File: config.mk
export PLATFORM = sky130hd
export DESIGN_NAME = scan_curvature_occlusion_marker
export DESIGN_NICKNAME = d
export VERILOG_FILES = /design/src/rtl/scom_pkg.sv /design/src/rtl/scom_window.sv /design/src/rtl/scan_curvature_occlusion_marker.sv
export SDC_FILE = /design/constraint.sdc
export NUM_CORES = 2
export LEC_CHECK = 0
export BUFFER_PORTS_ARGS = -buffer_cell sky130_fd_sc_hd__buf_2
export CAP_MARGIN = 5
export CORE_MARGIN = 2
export CORE_UTILIZATION = 60
export CTS_CLUSTER_DIAMETER = 200
export DETAILED_ROUTE_END_ITERATION = 7
export PLACE_DENSITY = 0.77
export RECOVER_POWER = 100
export SLEW_MARGIN = 20
export SYNTH_ARGS = -nofsm -noshare
export SYNTH_HDL_FRONTEND = slang
export SYNTH_SLANG_ARGS = --single-unit
File: constraint.sdc
create_clock -name clk -period 11.1 [get_ports clk]
set_input_delay 1.665 -clock clk [delete_from_list [all_inputs] [get_ports clk]]
set_output_delay 1.665 -clock clk [all_outputs]
set_load 0.02 [all_outputs]
File: src/rtl/scom_pkg.sv
// shared types and constants for the scan curvature / occlusion marker
// no dependencies; imported by scom_window and scan_curvature_occlusion_marker
`default_nettype none

package scom_pkg;

  // fixed field widths
  localparam int RANGE_W         = 24;
  localparam int COL_W           = 12;
  localparam int BEAM_W          = 16;
  localparam int RANGE_FRAC_BITS = 8;

  // window geometry
  localparam int WIN   = 12;  // range and mark window depth
  localparam int FWIN  = 7;   // finite window depth, also points needed for pair checks
  localparam int DELAY = 6;   // output delay in points

  // point position wraps at a power of two
  localparam int MAX_POINTS = 65536;
  localparam int PC_W       = $clog2(MAX_POINTS);

  localparam int SEEN_W = $clog2(WIN + 1);
  localparam int K_W    = $clog2(DELAY + 1);
  localparam int SUM_W  = RANGE_W + $clog2(WIN);
  localparam int CURV_W = 2 * SUM_W;

  // stream packing
  localparam int IN_DATA_W  = ((RANGE_W + COL_W + 7) / 8) * 8;
  localparam int OUT_DATA_W = PC_W + CURV_W;
  localparam int OUT_USER_W = 3;

  // config port
  localparam int APB_DW = 32;
  localparam int APB_AW = 4;

  localparam logic [RANGE_W-1:0] OCC_GAP_RESET =
    RANGE_W'(((3 << RANGE_FRAC_BITS) + 9) / 10);
  localparam logic [BEAM_W-1:0]  BEAM_RATIO_RESET = BEAM_W'(1311);
  localparam logic [COL_W-1:0]   COL_GAP_RESET    = COL_W'(10);

  typedef logic [RANGE_W-1:0] range_t;
  typedef logic [SUM_W-1:0]   sum_t;

  typedef enum logic [1:0] {
    REG_OCC_GAP    = 2'd0,
    REG_BEAM_RATIO = 2'd1,
    REG_COL_GAP    = 2'd2
  } cfg_reg_e;

  typedef struct packed {
    logic [RANGE_W-1:0] occlusion_gap;
    logic [BEAM_W-1:0]  beam_ratio;
    logic [COL_W-1:0]   column_gap_limit;
  } cfg_t;

  // what the result stage needs to see of the window after an update
  typedef struct packed {
    range_t              rw_first;   // oldest slot
    range_t              rw_ctr_a;   // centre for the delayed point
    range_t              rw_ctr_b;   // centre one point newer
    range_t              rw_newest;  // newest slot
    sum_t                total;      // sum of all window slots
    logic [DELAY:0]      marks;      // mark slots 0..6
    logic                fin_oldest;
    logic [SEEN_W-1:0]   seen;
    logic [PC_W-1:0]     pc;
    logic                scan_done;  // newest point closed its scan
  } win_view_t;

endpackage

`default_nettype wire

File: src/rtl/scom_window.sv
// sliding point window: range, column, finite and mark slots, running sum
// depends on scom_pkg
`default_nettype none

module scom_window (
  input  logic                clk,
  input  logic                rst,
  input  scom_pkg::cfg_t      cfg,
  input  logic                accept,
  input  scom_pkg::range_t    in_range,
  input  logic [11:0]         in_column,
  input  logic                in_finite,
  input  logic                in_last,
  output scom_pkg::win_view_t view
);
  import scom_pkg::*;

  range_t             rw [WIN];
  logic [COL_W-1:0]   col_prev;
  logic [FWIN-1:0]    fin;
  logic [WIN-1:0]     mk;
  logic [PC_W-1:0]    pc;
  logic [SEEN_W-1:0]  seen;
  logic               scan_done;
  sum_t               total;

  logic [SEEN_W-1:0]  seen_e, seen_next;
  logic [PC_W-1:0]    pc_e, pc_next;
  logic [WIN-1:0]     mk_e, mk_next;
  range_t             d0, d1, d2, diff_l, diff_r;
  logic [COL_W-1:0]   col_diff;
  logic [BEAM_W+RANGE_W-1:0] lim, dev_l, dev_r;
  logic               step_down, step_up, adjacent, beam, check;

  // a finished scan reads as cleared for the next point
  assign seen_e = scan_done ? '0 : seen;
  assign pc_e   = scan_done ? '0 : pc;
  assign mk_e   = scan_done ? '0 : mk;

  assign seen_next = (seen_e < SEEN_W'(WIN)) ? seen_e + 1'b1 : seen_e;
  assign pc_next   = (seen_e != '0) ? pc_e + 1'b1 : pc_e;
  assign check     = seen_next >= SEEN_W'(FWIN);

  assign d0 = rw[WIN-2];
  assign d1 = rw[WIN-1];
  assign d2 = in_range;

  assign diff_l   = (d0 > d1) ? d0 - d1 : d1 - d0;
  assign diff_r   = (d2 > d1) ? d2 - d1 : d1 - d2;
  assign col_diff = (in_column > col_prev) ? in_column - col_prev : col_prev - in_column;

  assign step_down = (d1 > d2) && ((d1 - d2) > cfg.occlusion_gap);
  assign step_up   = (d2 > d1) && ((d2 - d1) > cfg.occlusion_gap);
  assign adjacent  = col_diff < cfg.column_gap_limit;

  assign lim   = cfg.beam_ratio * d1;
  assign dev_l = {diff_l, {BEAM_W{1'b0}}};
  assign dev_r = {diff_r, {BEAM_W{1'b0}}};
  assign beam  = (dev_l > lim) && (dev_r > lim);

  always_comb begin
    mk_next = {1'b0, mk_e[WIN-1:1]};
    if (check) begin
      if (adjacent && step_down) begin
        mk_next[DELAY-1:0] = '1;
      end else if (adjacent && step_up) begin
        mk_next[WIN-1:DELAY] = '1;
      end
      if (beam) begin
        mk_next[DELAY-1] = 1'b1;
      end
    end
  end

  always_ff @(posedge clk) begin
    if (rst) begin
      seen      <= '0;
      pc        <= '0;
      scan_done <= 1'b0;
      mk        <= '0;
      total     <= '0;
      col_prev  <= '0;
      fin       <= '0;
      for (int s = 0; s < WIN; s++) begin
        rw[s] <= '0;
      end
    end else if (accept) begin
      seen      <= seen_next;
      pc        <= pc_next;
      scan_done <= in_last;
      mk        <= mk_next;
      total     <= total - SUM_W'(rw[0]) + SUM_W'(in_range);
      for (int s = 0; s < WIN - 1; s++) begin
        rw[s] <= rw[s+1];
      end
      rw[WIN-1] <= in_range;
      col_prev  <= in_column;
      fin       <= {in_finite, fin[FWIN-1:1]};
    end
  end

  assign view.rw_first   = rw[0];
  assign view.rw_ctr_a   = rw[DELAY-1];
  assign view.rw_ctr_b   = rw[DELAY];
  assign view.rw_newest  = rw[WIN-1];
  assign view.total      = total;
  assign view.marks      = mk[DELAY:0];
  assign view.fin_oldest = fin[0];
  assign view.seen       = seen;
  assign view.pc         = pc;
  assign view.scan_done  = scan_done;

endmodule

`default_nettype wire

File: src/rtl/scan_curvature_occlusion_marker.sv
// top level: stream ports, config registers, curvature and result sequencing
// depends on scom_pkg and scom_window
`default_nettype none

// Lidar point curvature and occlusion marker. One point word per cycle is taken
// on the slave stream unless stalled; each point comes back out six points later
// carrying its 11-tap curvature, curvature_valid, marked and good flags. A word
// with tlast set closes the scan: the remaining delayed points (up to seven
// results in all) are flushed out one per cycle while the output is free, the
// last of them with tlast. Normal points sustain one word per cycle while the
// output is free; a scan-closing word holds the result sequencer until its points
// (at most seven) are flushed, and input backs up behind it. A taken word passes
// the window, sequencer and output registers. The user must write the config
// registers only while the block is idle; the block itself does not enforce this.
module scan_curvature_occlusion_marker (
  input  logic                               clk,
  input  logic                               rst,
  // slave stream
  input  logic                               s_tvalid,
  output logic                               s_tready,
  input  logic [scom_pkg::IN_DATA_W-1:0]     s_tdata,   // range[23:0], column[35:24]
  input  logic                               s_tuser,   // finite
  input  logic                               s_tlast,
  // master stream
  output logic                               m_tvalid,
  input  logic                               m_tready,
  output logic [scom_pkg::OUT_DATA_W-1:0]    m_tdata,   // point_index[15:0], curvature[71:16]
  output logic [scom_pkg::OUT_USER_W-1:0]    m_tuser,   // curvature_valid, marked, good
  output logic                               m_tlast,
  // config port
  input  logic                               psel,
  input  logic                               penable,
  input  logic                               pwrite,
  input  logic [scom_pkg::APB_AW-1:0]        paddr,
  input  logic [scom_pkg::APB_DW-1:0]        pwdata,
  output logic [scom_pkg::APB_DW-1:0]        prdata,
  output logic                               pready
);
  import scom_pkg::*;

  // config registers
  cfg_t      cfg;
  cfg_reg_e  reg_sel;
  logic      cfg_wr;

  // window stage: the window registers hold the newest accepted point
  win_view_t view;
  logic      in_accept;
  logic      s1_valid, s1_has, s1_adv;

  // result sequencer stage: one job per point that gives results, k counts down the delays
  logic              s2_valid, s2_last, s2_fin;
  logic [K_W-1:0]    s2_k, k_init;
  logic [SEEN_W-1:0] s2_seen;
  logic [PC_W-1:0]   s2_pc;
  sum_t              s2_dd_a, s2_dd_b;
  logic [DELAY:0]    s2_marks;
  logic              s2_load, s2_fire, s2_finish, s2_free;

  // curvature terms read from the window
  sum_t sum_a, sum_b, ten_a, ten_b, dd_a, dd_b;

  // result fields for the current k
  logic              cv, mk, gd;
  sum_t              dd_sel;
  logic [CURV_W-1:0] sq;

  // output register
  logic              s3_free;
  logic [PC_W-1:0]   out_pi;
  logic [CURV_W-1:0] out_curv;
  logic              out_cv, out_marked, out_good, out_last;

  //--------------------------------------------------------------------------
  // config port, zero-wait
  //--------------------------------------------------------------------------
  assign pready  = 1'b1;
  assign reg_sel = cfg_reg_e'(paddr[3:2]);
  assign cfg_wr  = psel && penable && pwrite && pready;

  always_comb begin
    unique case (reg_sel)
      REG_OCC_GAP:    prdata = APB_DW'(cfg.occlusion_gap);
      REG_BEAM_RATIO: prdata = APB_DW'(cfg.beam_ratio);
      REG_COL_GAP:    prdata = APB_DW'(cfg.column_gap_limit);
      default:        prdata = '0;
    endcase
  end

  //--------------------------------------------------------------------------
  // window update on every accepted word
  //--------------------------------------------------------------------------
  assign in_accept = s_tvalid && s_tready;

  scom_window u_window (
    .clk       (clk),
    .rst       (rst),
    .cfg       (cfg),
    .accept    (in_accept),
    .in_range  (s_tdata[RANGE_W-1:0]),
    .in_column (s_tdata[RANGE_W+COL_W-1:RANGE_W]),
    .in_finite (s_tuser),
    .in_last   (s_tlast),
    .view      (view)
  );

  // a point gives results once the window is deep enough or the scan ends
  assign s1_has = view.scan_done || (view.seen >= SEEN_W'(FWIN));

  // pipeline handshake, back to front
  assign s3_free   = !m_tvalid || m_tready;
  assign s2_fire   = s2_valid && s3_free;
  assign s2_finish = !s2_last || (s2_k == '0);
  assign s2_free   = !s2_valid || (s2_fire && s2_finish);
  assign s2_load   = s1_valid && s1_has && s2_free;
  assign s1_adv    = s1_valid && (!s1_has || s2_free);
  assign s_tready  = !s1_valid || s1_adv;

  //--------------------------------------------------------------------------
  // curvature difference for both possible centres, from the running sum
  //--------------------------------------------------------------------------
  // centre slot 5 spans slots 0..10, centre slot 6 spans slots 1..11
  assign sum_a = view.total - SUM_W'(view.rw_ctr_a) - SUM_W'(view.rw_newest);
  assign sum_b = view.total - SUM_W'(view.rw_first) - SUM_W'(view.rw_ctr_b);
  assign ten_a = SUM_W'({view.rw_ctr_a, 3'b000}) + SUM_W'({view.rw_ctr_a, 1'b0});
  assign ten_b = SUM_W'({view.rw_ctr_b, 3'b000}) + SUM_W'({view.rw_ctr_b, 1'b0});
  assign dd_a  = (sum_a > ten_a) ? sum_a - ten_a : ten_a - sum_a;
  assign dd_b  = (sum_b > ten_b) ? sum_b - ten_b : ten_b - sum_b;

  // a closing word on a short scan starts with its oldest point
  assign k_init = (view.scan_done && (view.seen < SEEN_W'(FWIN)))
                ? K_W'(view.seen - 1'b1) : K_W'(DELAY);

  //--------------------------------------------------------------------------
  // per-result fields; k is the delay of the point being emitted
  //--------------------------------------------------------------------------
  assign cv = ((s2_k == K_W'(DELAY))     && (s2_seen >= SEEN_W'(WIN))) ||
              ((s2_k == K_W'(DELAY - 1)) && (s2_seen >= SEEN_W'(WIN - 1)));
  assign dd_sel = !cv ? '0 : ((s2_k == K_W'(DELAY)) ? s2_dd_a : s2_dd_b);
  assign sq     = dd_sel * dd_sel;
  assign mk     = s2_marks[K_W'(DELAY) - s2_k];
  assign gd     = !mk && s2_fin && (s2_k == K_W'(DELAY)) && (s2_seen >= SEEN_W'(WIN));

  //--------------------------------------------------------------------------
  // control registers
  //--------------------------------------------------------------------------
  always_ff @(posedge clk) begin
    if (rst) begin
      s1_valid <= 1'b0;
      s2_valid <= 1'b0;
      m_tvalid <= 1'b0;
      cfg.occlusion_gap    <= OCC_GAP_RESET;
      cfg.beam_ratio       <= BEAM_RATIO_RESET;
      cfg.column_gap_limit <= COL_GAP_RESET;
    end else begin
      if (in_accept) begin
        s1_valid <= 1'b1;
      end else if (s1_adv) begin
        s1_valid <= 1'b0;
      end

      if (s2_load) begin
        s2_valid <= 1'b1;
      end else if (s2_fire && s2_finish) begin
        s2_valid <= 1'b0;
      end

      if (s2_fire) begin
        m_tvalid <= 1'b1;
      end else if (m_tready) begin
        m_tvalid <= 1'b0;
      end

      if (cfg_wr) begin
        unique case (reg_sel)
          REG_OCC_GAP:    cfg.occlusion_gap    <= pwdata[RANGE_W-1:0];
          REG_BEAM_RATIO: cfg.beam_ratio       <= pwdata[BEAM_W-1:0];
          REG_COL_GAP:    cfg.column_gap_limit <= pwdata[COL_W-1:0];
          default: ;
        endcase
      end
    end
  end

  //--------------------------------------------------------------------------
  // payload registers
  //--------------------------------------------------------------------------
  always_ff @(posedge clk) begin
    if (s2_load) begin
      s2_last  <= view.scan_done;
      s2_k     <= k_init;
      s2_seen  <= view.seen;
      s2_pc    <= view.pc;
      s2_dd_a  <= dd_a;
      s2_dd_b  <= dd_b;
      s2_marks <= view.marks;
      s2_fin   <= view.fin_oldest;
    end else if (s2_fire) begin
      s2_k <= s2_k - 1'b1;
    end

    if (s2_fire) begin
      out_pi     <= s2_pc - PC_W'(s2_k);
      out_curv   <= sq;
      out_cv     <= cv;
      out_marked <= mk;
      out_good   <= gd;
      out_last   <= s2_last && (s2_k == '0);
    end
  end

  assign m_tdata = {out_curv, out_pi};
  assign m_tuser = {out_good, out_marked, out_cv};
  assign m_tlast = out_last;

  //--------------------------------------------------------------------------
  // checks
  //--------------------------------------------------------------------------
  // curvature is zero whenever it is flagged not valid
  a_curv_zero: assert property (@(posedge clk) disable iff (rst)
    m_tvalid && !m_tuser[0] |-> m_tdata[OUT_DATA_W-1:PC_W] == '0)
    else $error("curvature nonzero without curvature_valid");

  // a good point has a valid curvature and no mark
  a_good_flags: assert property (@(posedge clk) disable iff (rst)
    m_tvalid && m_tuser[2] |-> m_tuser[0] && !m_tuser[1])
    else $error("good point marked or without curvature");

  // a job that does not close a scan emits only its delayed point
  a_single_job: assert property (@(posedge clk) disable iff (rst)
    s2_valid && !s2_last |-> s2_k == K_W'(DELAY))
    else $error("sequencer left the delayed point on an open scan");

  // the closing result of a scan is never a good point
  a_last_not_good: assert property (@(posedge clk) disable iff (rst)
    m_tvalid && m_tlast |-> !m_tuser[2])
    else $error("scan-closing result flagged good");

endmodule

`default_nettype wire
======== Word-level counts from Yosys, hierarchy flattened ========
Memories as Yosys holds them, arrays and structs flattened.
Cells that the tools add are included.
operators by class
  bitwise operators ....................... 12
  equality and inequality tests ........... 4
  $mul .................................... 2
  mux-type cells .......................... 46
  magnitude comparators ................... 18
  $add $sub $neg .......................... 23
  reduce and logical (&&, ||, !) cells .... 43
operators by type and width
  kind                                            number
  2-to-1 mux 24 bit                               14
  greater-than comparator 24 bit                  5
  2-to-1 mux 28 bit                               4
  subtractor 28 x 24 -> 28 bit                    4
  subtractor 28 bit                               4
  subtractor 24 bit                               4
  greater-than comparator 40 bit                  2
  one-hot mux 24 bit (3 select lines)             1
  adder 27 x 25 -> 28 bit                         2
  greater-than comparator 28 bit                  2
  multiplier 28 x 28 -> 56 bit                    1
  multiplier 16 x 24 -> 40 bit                    1
  2-to-1 mux 12 bit                               3
  2-to-1 mux 16 bit                               2
  adder 28 x 24 -> 28 bit                         1
  subtractor 12 bit                               2
  logical AND 1 bit                               20
  2-to-1 mux 6 bit                                3
  adder 16 x 1 -> 16 bit (second input constant)  1
  subtractor 16 x 3 -> 16 bit                     1
  2-to-1 mux 1 bit                                13
  greater-than comparator 12 bit                  1
  less-than comparator 12 bit                     1
  bitwise OR 1 bit                                12
  other kinds (21)                                44
word-level totals
  memory bits (writable) .................. 288
  register bits ........................... 299
  memories kept ........................... 1
memory list
  name         words  bits a word  read ports  clocked after Yosys merged registers in  wr ports  line               RTL
  u_window.rw  12     24           12          0                                        12        scom_window.sv:18  range_t rw [WIN];

======== Depth between registers and ports, before layout ========
  depth in word-level cells ............... 13
  mapped depth ............................ 39
  mapped depth without buffers ............ 36

======== By module ========
From an unflattened synthesis, not the netlist that was laid out.
unflattened totals
  cell total of the unflattened synthesis .. 8,823
  area, all modules ....................... 80,006.7 µm²
modules (own cells, without submodules)
  module                           cells an instance  times used  area an instance (µm²)  seq. area each (µm²)
  scan_curvature_occlusion_marker  4,803              1           42,460.7                5,995.8
  scom_window                      4,020              1           37,546.0                10,249.8

======== Worst setup path after synthesis ========
Ideal clock, no wire load.
  path type ............................... register to register
  start point ............................. register s2_k[0]
  end point ............................... register out_curv[52], data pin
  setup slack ............................. 1.763 ns
  arrival time ............................ 9.074 ns
  library setup time ...................... 0.262 ns
  buffers on the path ..................... 4
  clock period less this slack ............ 9.337 ns
  data required time ...................... 10.838 ns
  stages on the path, launching flop included .. 30
  cells stage by stage .................... edfxtp_1 inv_1 ha_1 nand2_1 clkbuf_1 clkbuf_1 buf_1 mux2i_1 clkbuf_1 nor2_1 fa_1 fa_1 fa_1 fa_1 fa_1 inv_1 fa_1 inv_1 fa_1 ha_1 and3_1 nand4_1 o41a_1 a211oi_1 nor2_1 o31ai_1 o21ai_0 o21ai_0 mux2i_1 nand3_1
between the ends
  longest elaborated chain between the ends .. 5
RTL lines
  item                                           line                                                                                                                    RTL
  start, declared                                scan_curvature_occlusion_marker.sv:53                                                                                   logic [K_W-1:0] s2_k, k_init;
  start signal, assigned                         scan_curvature_occlusion_marker.sv:191                                                                                  s2_k <= k_init;
  start signal, assigned                         scan_curvature_occlusion_marker.sv:199                                                                                  s2_k <= s2_k - 1'b1;
  equality test 3 bit, on equally long branches  scan_curvature_occlusion_marker.sv:137, scan_curvature_occlusion_marker.sv:139, scan_curvature_occlusion_marker.sv:138
  logical AND 1 bit, on equally long branches    scan_curvature_occlusion_marker.sv:137, scan_curvature_occlusion_marker.sv:138
  logical OR 1 bit                               scan_curvature_occlusion_marker.sv:137                                                                                  assign cv = ((s2_k == K_W'(DELAY)) && (s2_seen >= SEEN_W'(WIN))) ||
  2-to-1 mux 28 bit *                            scan_curvature_occlusion_marker.sv:139                                                                                  assign dd_sel = !cv ? '0 : ((s2_k == K_W'(DELAY)) ? s2_dd_a : s2_dd_b);
  multiplier 28 x 28 -> 56 bit *                 scan_curvature_occlusion_marker.sv:140                                                                                  assign sq = dd_sel * dd_sel;
  net sq[52]                                     scan_curvature_occlusion_marker.sv:66                                                                                   logic [CURV_W-1:0] sq;
  end signal, assigned                           scan_curvature_occlusion_marker.sv:204                                                                                  out_curv <= sq;
  end, declared                                  scan_curvature_occlusion_marker.sv:71                                                                                   logic [CURV_W-1:0] out_curv;
Mark *: on every way through the listed nets, which the timed path passes. The rest lies on a longest branch.
A chain may end at the register's enable or synchronous reset.

======== Worst setup path after layout ========
Ends and elaborated chain as after synthesis.

==> flow_summary.json <==
{
  "status": "finished, violations left",
  "violations": "capacitance limit, slew limit",
  "avgSynthCellArea_sq_um": 9.11,
  "setup_viol": 0,
  "fin_area_sq_um": 81800,
  "drtIter0Drc": 4927,
  "drv_slew": 1001,
  "cellPowerDensity_nw_per_um2": 259,
  "grt_max_degree": 171,
  "finalCritPeriodShare": 0.950,
  "holdCritPathClass": "flip-flop to flip-flop",
  "coreArea_sq_um": 128000,
  "tns_ns": 0,
  "root_buffer": "clkbuf_16",
  "synth_area_sq_um": 77000,
  "drv_cap": 17,
  "cts-resized-gates": 0,
  "synth_enable_flop_cells": 451,
  "max_freq_mhz": 94.9,
  "seq_area_frac_synth": 0.211,
  "cp_slowest_cell": "edfxtp_1",
  "die_w_um": 362,
  "power.switching_uw": 10900,
  "gp_congestion": 1.02,
  "place_area_sq_um": 79700,
  "arrival_ns": 10.97,
  "die_area_sq_um": 131000,
  "dr.max_layer_used": "met5",
  "critPathTopFamily": "adder cells",
  "crit_top_cell": "fa_1",
  "antenna_found_initial": 4,
  "clockPowerShare": 0.109,
  "drc": 0,
  "clock_sinks": 586,
  "grt_pass1_vias": 61700,
  "grt_pass1_wl_um": 349000,
  "hold_slack_ns": 0.444,
  "path_clk_slew_ns": 0.06,
  "track_usage": 0.346,
  "yosysTopAreaCell": "fa_1",
  "drt-met1-wl_um": 90300,
  "yosys.area.top_type_share": 0.246,
  "viasPerCell": 5.86,
  "die_height_um": 362,
  "yosysMostFrequentCell": "inv_1",
  "slowest_delay_ns": 0.55,
  "ys.flop_type": "edfxtp_1",
  "critPathRequiredTime_ns": 11.53,
  "synthTopCellsByArea": "fa_1, edfxtp_1, ha_1",
  "slew_headroom": -1.90,
  "ant_nets": 0,
  "rows": 131,
  "hold_viol": 0,
  "rsz0062_at_grt": "no",
  "ir_drop_mv": 0.295,
  "overflow": 0,
  "area_delta_synth_final_pct": 6.20,
  "internal_power_uw": 10300,
  "htreeDepth": 3,
  "combPwrFrac": 0.745,
  "met3_length_um": 17800,
  "worst_slew_pin_slew_ns": 4.34,
  "ys_seq_elements": 586,
  "yosysWarningCount": 0,
  "ctsLongestPathBuffers": 3,
  "io_pins": 196,
  "power_switching_share": 0.515,
  "finalCoreUtilization": 0.641,
  "synth-async-reset-ratio": 0,
  "endpoint_kind": "flip-flop",
  "leakagePower_uw": 0.0395,
  "yosys-top-cells-count": "inv_1, fa_1, nand2_1",
  "netlist_instances": 8452,
  "postCtsSetupRepairBufs": 0,
  "seq_power_share": 0.145,
  "drive_above_1_share": 0.0454,
  "cp-start-kind": "flip-flop",
  "initial_core_util": 0.604,
  "io_buffers": 171,
  "cp_max_fo": 25,
  "hpwlAfterDp_um": 182000,
  "yosys.cell_types.count": 89,
  "insertion_delay_ns": 0.72,
  "final.min_clock_period_ns": 10.54,
  "fin_skew_ns": 0.0564,
  "cts_buffers": 68,
  "wl_um": 225000,
  "criticalPathCategory": "flip-flop to flip-flop",
  "dr.pass1.iters": 8,
  "wl_per_cell_um": 22.0,
  "wl_met2_um": 104000,
  "cts_hold_buf": 0,
  "critPathBufInv": 7,
  "cts_tree": "built",
  "finalPower_uw": 21200,
  "vias": 60000,
  "nNetsFinal": 10300
}
power by group through the flow:
stage | Clock, uW | Sequential [uW] | Combinational [uW]
after floorplan | 0 | 3040 | 11300
after global placement | 0 | 3110 | 15100
after detailed placement | 0 | 3120 | 15300
after CTS | 2350 | 3080 | 15500
after global routing | 2430 | 3100 | 17300
final | 2320 | 3080 | 15800
cell type report:
type | instances | area (sq um)
inverters | 1519 | 5710
clock buffers | 86 | 1810
multi-input cells | 6045 | 53900
well taps | 1662 | 2080
repair buffers | 293 | 1570
diodes | 1 | 2.50
flip-flops and latches | 586 | 16200
clock inverters | 40 | 463
fillers | 10600 | 45700
cell usage in the layout (no fill, tap or decap), types with 231 or more instances in the layout:
cell type  instances
fa_1             948
and2_1           231
inv_1           1512
xnor2_1          231
nor2_1           567
edfxtp_1         451
a21oi_1          517
nand2_1          848
ha_1             801
o21ai_0          278
kinds of logic after synthesis:
kind of cell               Yosys count  share of synthesized area
muxes                              147                     0.0201
adders and majority gates         1753                      0.377
and+or+nand+nor                   2290                      0.138
xor gates and xnor gates           366                     0.0416
buffers and inverters             1829                     0.0899
DFF                                586                      0.211
AOI/OAI and AO/OA                 1479                      0.122
other                                2                  0.0000975
state kept, by name, indices dropped and copies added (netlist names), 3 cells and up:
name	count
out_curv	55
s2_seen	4
s2_k	3
out_pi	16
s2_marks	7
u_window.fin	7
u_window.seen	4
u_window.total	28
u_window.col_prev	12
u_window.pc	16
cfg	52
s2_dd_b	28
u_window.mk	12
s2_dd_a	28
s2_pc	16
u_window.rw	288
through the flow:
stage,setup WS [ns],std cells
global placement,0.860,10100
finish,0.560,10200
floorplan,1.76,8460
CTS,0.729,10200
detailed placement,0.739,10100
global route,0.142,10200
path summary, 6_finish.rpt:
check                                    start            to  slack, ns  cells past startpoint
worst max-delay path                   s2_k[0]  out_curv[52]       0.56                     31
worst min-delay path            u_window.mk[0]   s2_marks[0]       0.44                      0
worst max register to register         s2_k[0]  out_curv[52]       0.56                     31
worst min register to register  u_window.mk[0]   s2_marks[0]       0.44                      0
routing by layer:
| layer | GRT usage | up-vias |
|---|---|---|
| met4 | 0.176 | 4 |
| li1 | - | 27500 |
| met2 | 0.564 | 2342 |
| met3 | 0.0588 | 558 |
| met5 | 0 | - |
| met1 | 0.447 | 29600 |
Power figures use the tool's default switching activity.
